--- src/rtl/assert_macros.svh ---
// Assertion helpers for the fitness statistics / roulette select block.
`ifndef ASSERT_MACROS_SVH
`define ASSERT_MACROS_SVH

`ifndef SYNTHESIS
`define FSRS_ASSERT(lbl, clk, rstn, prop, msg) \
  lbl: assert property (@(posedge clk) disable iff (!rstn) (prop)) else $error(msg);
`define FSRS_ASSERT_IMP(lbl, clk, rstn, ante, cons, msg) \
  lbl: assert property (@(posedge clk) disable iff (!rstn) (ante) |-> (cons)) else $error(msg);
`else
`define FSRS_ASSERT(lbl, clk, rstn, prop, msg)
`define FSRS_ASSERT_IMP(lbl, clk, rstn, ante, cons, msg)
`endif

`endif

--- src/rtl/fsrs_pkg.sv ---
`timescale 1ns / 1ps

package fsrs_pkg;

  localparam int POP_MAX_DEF      = 256;
  localparam int FITNESS_BITS_DEF = 32;
  localparam int TOTAL_BITS       = 40;
  localparam int WORST_START      = 9999999;

  localparam int MODE_W   = 2;
  localparam int INDEX_W  = 8;
  localparam int FIT_IN_W = 32;
  localparam int FRAC_W   = 16;
  localparam int SIZE_W   = 9;
  localparam int OUT_W    = 32;

  localparam int IN_DATA_W  = INDEX_W + FIT_IN_W + FRAC_W;
  localparam int OUT_DATA_W = 2 * INDEX_W + 3 * OUT_W + TOTAL_BITS;

  typedef enum logic [MODE_W-1:0] {
    MODE_WRITE  = 2'd0,
    MODE_STATS  = 2'd1,
    MODE_SELECT = 2'd2,
    MODE_NONE   = 2'd3
  } mode_e;

endpackage

--- src/rtl/fsrs_div.sv ---
`timescale 1ns / 1ps

// restoring divider, one quotient bit per cycle
module fsrs_div #(
  parameter int DW = 9
) (
  input  logic                            clk_i,
  input  logic                            rst_ni,
  input  logic                            start_i,
  input  logic [fsrs_pkg::TOTAL_BITS-1:0] dividend_i,
  input  logic [DW-1:0]                   divisor_i,
  output logic                            done_o,
  output logic [fsrs_pkg::TOTAL_BITS-1:0] quotient_o
);

  localparam int TB = fsrs_pkg::TOTAL_BITS;
  localparam int CW = $clog2(TB + 1);

  logic          busy_q, busy_d;
  logic          done_q, done_d;
  logic [CW-1:0] cnt_q, cnt_d;
  logic [DW-1:0] rem_q, rem_d;
  logic [DW-1:0] dvs_q, dvs_d;
  logic [TB-1:0] quo_q, quo_d;
  logic [DW:0]   rem_sh;
  logic [DW:0]   diff;
  logic          ge;

  assign rem_sh = {rem_q, quo_q[TB-1]};
  assign ge     = rem_sh >= {1'b0, dvs_q};
  assign diff   = rem_sh - {1'b0, dvs_q};

  always_comb begin
    busy_d = busy_q;
    done_d = 1'b0;
    cnt_d  = cnt_q;
    rem_d  = rem_q;
    dvs_d  = dvs_q;
    quo_d  = quo_q;
    if (start_i) begin
      busy_d = 1'b1;
      cnt_d  = '0;
      rem_d  = '0;
      dvs_d  = divisor_i;
      quo_d  = dividend_i;
    end else if (busy_q) begin
      quo_d = {quo_q[TB-2:0], ge};
      rem_d = ge ? diff[DW-1:0] : rem_sh[DW-1:0];
      cnt_d = cnt_q + 1'b1;
      if (cnt_q == CW'(TB - 1)) begin
        busy_d = 1'b0;
        done_d = 1'b1;
      end
    end
  end

  always_ff @(posedge clk_i or negedge rst_ni) begin
    if (!rst_ni) begin
      busy_q <= 1'b0;
      done_q <= 1'b0;
      cnt_q  <= '0;
    end else begin
      busy_q <= busy_d;
      done_q <= done_d;
      cnt_q  <= cnt_d;
    end
  end

  always_ff @(posedge clk_i) begin
    rem_q <= rem_d;
    dvs_q <= dvs_d;
    quo_q <= quo_d;
  end

  assign done_o     = done_q;
  assign quotient_o = quo_q;

endmodule

--- config.mk ---
export PLATFORM = sky130hd
export DESIGN_NAME = fsrs_div
export DESIGN_NICKNAME = d
export VERILOG_FILES = /design/src/rtl/assert_macros.svh /design/src/rtl/fsrs_pkg.sv /design/src/rtl/fsrs_div.sv
export SDC_FILE = /design/constraint.sdc
export NUM_CORES = 1
export LEC_CHECK = 0
export BUFFER_PORTS_ARGS = -buffer_cell sky130_fd_sc_hd__buf_4
export CORE_MARGIN = 2
export CORE_UTILIZATION = 47
export DETAILED_ROUTE_END_ITERATION = 7
export GPL_ROUTABILITY_DRIVEN = 0
export PLACE_DENSITY = 0.76
export SYNTH_ARGS = -nofsm -noshare
export SYNTH_HDL_FRONTEND = slang
export SYNTH_SLANG_ARGS = --single-unit
--- constraint.sdc ---
create_clock -name clk_i -period 2.3 [get_ports clk_i]
set_input_delay 0.23 -clock clk_i [delete_from_list [all_inputs] [get_ports clk_i]]
set_output_delay 0.23 -clock clk_i [all_outputs]
set_load 0.02 [all_outputs]
==> impl_metrics.ini <==
[sta]
setup_viol = 7
relSlewSlack_pct = 55.56
hold_viol_final = 0
rsz0062_at_grt = true
tightest_slew_ns = 0.6666
skew_ns = 0.01176
setup_ws_ns = -0.07694
timing.final.crit_share_pct = 103.3
max_clock_freq_mhz = 420.7
layout_min_cycle_time_ns = 2.377
drv_slew = 0

[logic_synthesis]
synth-async-reset-ratio_pct = 12.12
syn_avg_cell_area_um2 = 13.72
yosysTopAreaCell = edfxtp_1
synth_top_area_share_pct = 46.43
synth_common_cells = edfxtp_1 (49), mux2_2 (40), nor2_1 (17)
yosysMostFrequentCell = edfxtp_1
synth-seq-cells = 66
postSynthCellCount = 231
netlist_top_cells_area = edfxtp_1 (46%), mux2_2 (14%), dfrtp_1 (6.3%)
synth_flop_cell = edfxtp_1
synth-edff-count = 49
synthesis.nets = 294
synth_cell_types = 44
seq_area_frac_synth_pct = 58.43
synth_warnings = 0
synth_area_mm2 = 0.003169

[hold_path]
min_to = dvs_q[2]$_DFFE_PP_
hp-class = primary input to flip-flop
hold_depth = 1
worstHoldStart = divisor_i[2]

[floorplanning]
core_mm2 = 0.006422
rows = 29
start_util_pct = 49.35
ios = 93
die_w_um = 86.12
die_height_um = 86.12
die_area_mm2 = 0.007416

[routing]
totalWireLength_mm = 6.827
drc = 0
vias = 2261
drt-initial-drc-count = 142
wire_per_inst_um = 16.29
drtAntennaViolNets = 0
vias_per_cell = 5.396
dr.pass1.iters = 4

[power]
power_frac_clock_pct = 25.6
totalPowerFinal_mw = 4.130
pwr-share-comb_pct = 35.9
leakagePower_nw = 1.887
p_sw_share_pct = 31.12
powerDensity_mw_per_mm2 = 960.7
switchingPower_mw = 1.285
p_int_mw = 2.845
ir_drop_mv = 0.6043
seqPwrFrac_pct = 38.6

[global_routing]
first_global_vias = 2299
track_usage_pct = 19.08
grt_max_degree = 57
antenna_found_initial = 0
grt_pass1_wl_mm = 10.78
globalRoute.totalOverflow = 0

[setup_path]
r2r_start = quotient_o[39]$_DFFE_PP_
r2r_end = quotient_o[0]$_DFFE_PP_
max_stage_delay_ns = 0.39
cp_max_fo = 4
crit_chain = inv_1 > ha_2 > inv_2 > fa_2 > a211oi_4 > o31ai_4 > a211oi_4 > inv_1 > mux2_2
setup.worst_path.class = flip-flop to flip-flop
crit_path_end_kind = flip-flop
crit_family = compound AO/OA/AOI/OAI gates
cp_data_arrival_time_ns = 2.46
cp-start-kind = flip-flop
rrSetupSlack_ns = -0.08
crit_slowest_cell = edfxtp_1
rr_worst_depth = 9
cp_num_buf_inv = 3
required_ns = 2.39

[cells_and_area]
num_antenna_cells = 0
fin_nets = 400
fin_util_pct = 66.94
synthToLayoutAreaGrowth_pct = 35.65
fillerInstances = 461
drive_gt1_share_pct = 52.63

[placement]
pre_cts_slack_ns = -0.1042
dp_hpwl_mm = 4.736
port_buffers = 92

[clocking]
clk_pin_slew_ns = 0.07
clockBufferDepth = 2
cts_tree = yes
cts_sinks = 66
clock_latency_ns = 0.34
cts_root_buf = clkbuf_8
htree_levels = 3
cts_buffers = 9

[run_status]
violations = setup timing
status = finished, violations left

[flow_run]
max_cap_viol_count = 0
[placed cells by master (no fill, tap or decap), drive strengths merged, types with 3 or more instances in the layout]
cell type  count
xor2           6
nand4b         3
nand4          4
a21o           3
xnor2          4
mux2          40
clkbuf        11
a211oi         6
clkinv         3
nor3           3
dfrtp          8
buf          106
a21oi          4
ha            10
edfxtp        49
inv           13
mux2i          5
dfxtp          9
o21ai          3
nor2          17
nand2          6
[worst max-delay path by stage]
stage	from	endpoint	slack [ns]	depth (start not counted)
after floorplan	quotient_o[39]$_DFFE_PP_	quotient_o[0]$_DFFE_PP_	-0.24	10
after global placement	quotient_o[39]$_DFFE_PP_	quotient_o[0]$_DFFE_PP_	0.05	9
after detailed placement	quotient_o[39]$_DFFE_PP_	rem_q[8]$_SDFFE_PP0P_	-0.10	10
after CTS	quotient_o[39]$_DFFE_PP_	quotient_o[0]$_DFFE_PP_	-0.03	9
after global routing	quotient_o[39]$_DFFE_PP_	rem_q[1]$_SDFFE_PP0P_	-0.20	10
final	quotient_o[39]$_DFFE_PP_	quotient_o[0]$_DFFE_PP_	-0.08	9
[kinds of logic (layout without fill, tap and decap cells)]
family | after synthesis | after routing | share of synthesized area (%)
AO/OA/AOI/OAI | 28 | 28 | 7.225
adder cells (fa/ha/maj) | 11 | 11 | 4.580
flip-flops | 66 | 66 | 58.43
AND/OR/NAND/NOR | 46 | 46 | 7.778
XOR/XNOR | 10 | 10 | 2.763
multiplexers | 45 | 45 | 15.79
buffers and inverters | 25 | 136 | 3.435
[cell type report]
cell class	count	area, um2	share of cell area [%]
clock buffers	11	131.4	3.056
clock inverters	5	78.83	1.834
inverters	13	48.80	1.135
multi-input cells	140	1266	29.45
flip-flops and latches	66	1852	43.07
well taps	77	96.34	2.241
repair buffers	107	825.8	19.21
[repair_timing]
action / in CTS / in global routing
gates resized for setup: 5 / 8
setup buffers: 6 / 0
endpoints found under the hold margin: 8 / 0
pin swaps: 3 / 5
setup endpoints to repair: 8 / 10
hold buffers: 1 / 0
[power groups by stage]
stage,clock network (mW),registers (mW),logic [mW]
final,1.06,1.59,1.48
after global routing,1.13,1.62,1.59
after CTS,1.08,1.59,1.40
after detailed placement,0,1.61,1.28
after global placement,0,1.61,1.24
after floorplan,0,1.69,0.811
[sequential cells by signal (all words and copies together) (netlist names)]
name and count:
busy_q 1, cnt_q 6, done_o 1, dvs_q 9
quotient_o 40, rem_q 9
[stage by stage]
stage,instances,area (um2),hold WS [ns],TNS (ns)
after detailed placement,396,3988,0.05430,-0.2326
after floorplan,231,3188,-0.06559,-0.5584
after CTS,419,4262,0.05093,-0.05337
after global placement,396,3988,0.05355,0
final,419,4299,0.06481,-0.2643
after global routing,419,4299,0.05039,-1.542
[worst register-to-register path, stage by stage, from the launching register on]
cell      delay [ns]
edfxtp_1        0.39
inv_1           0.08
ha_2            0.19
inv_2           0.04
fa_2            0.37
a211oi_4        0.27
o31ai_4         0.11
a211oi_4        0.31
inv_1           0.10
mux2_2          0.27
[routing by layer]
metal / track usage, % / routed length (um)
met3: 4.331 / 387
met5: 0 / 0
met1: 23.52 / 2894
met2: 30.73 / 3326
met4: 11.11 / 219
(Power assumes the default switching activity.)
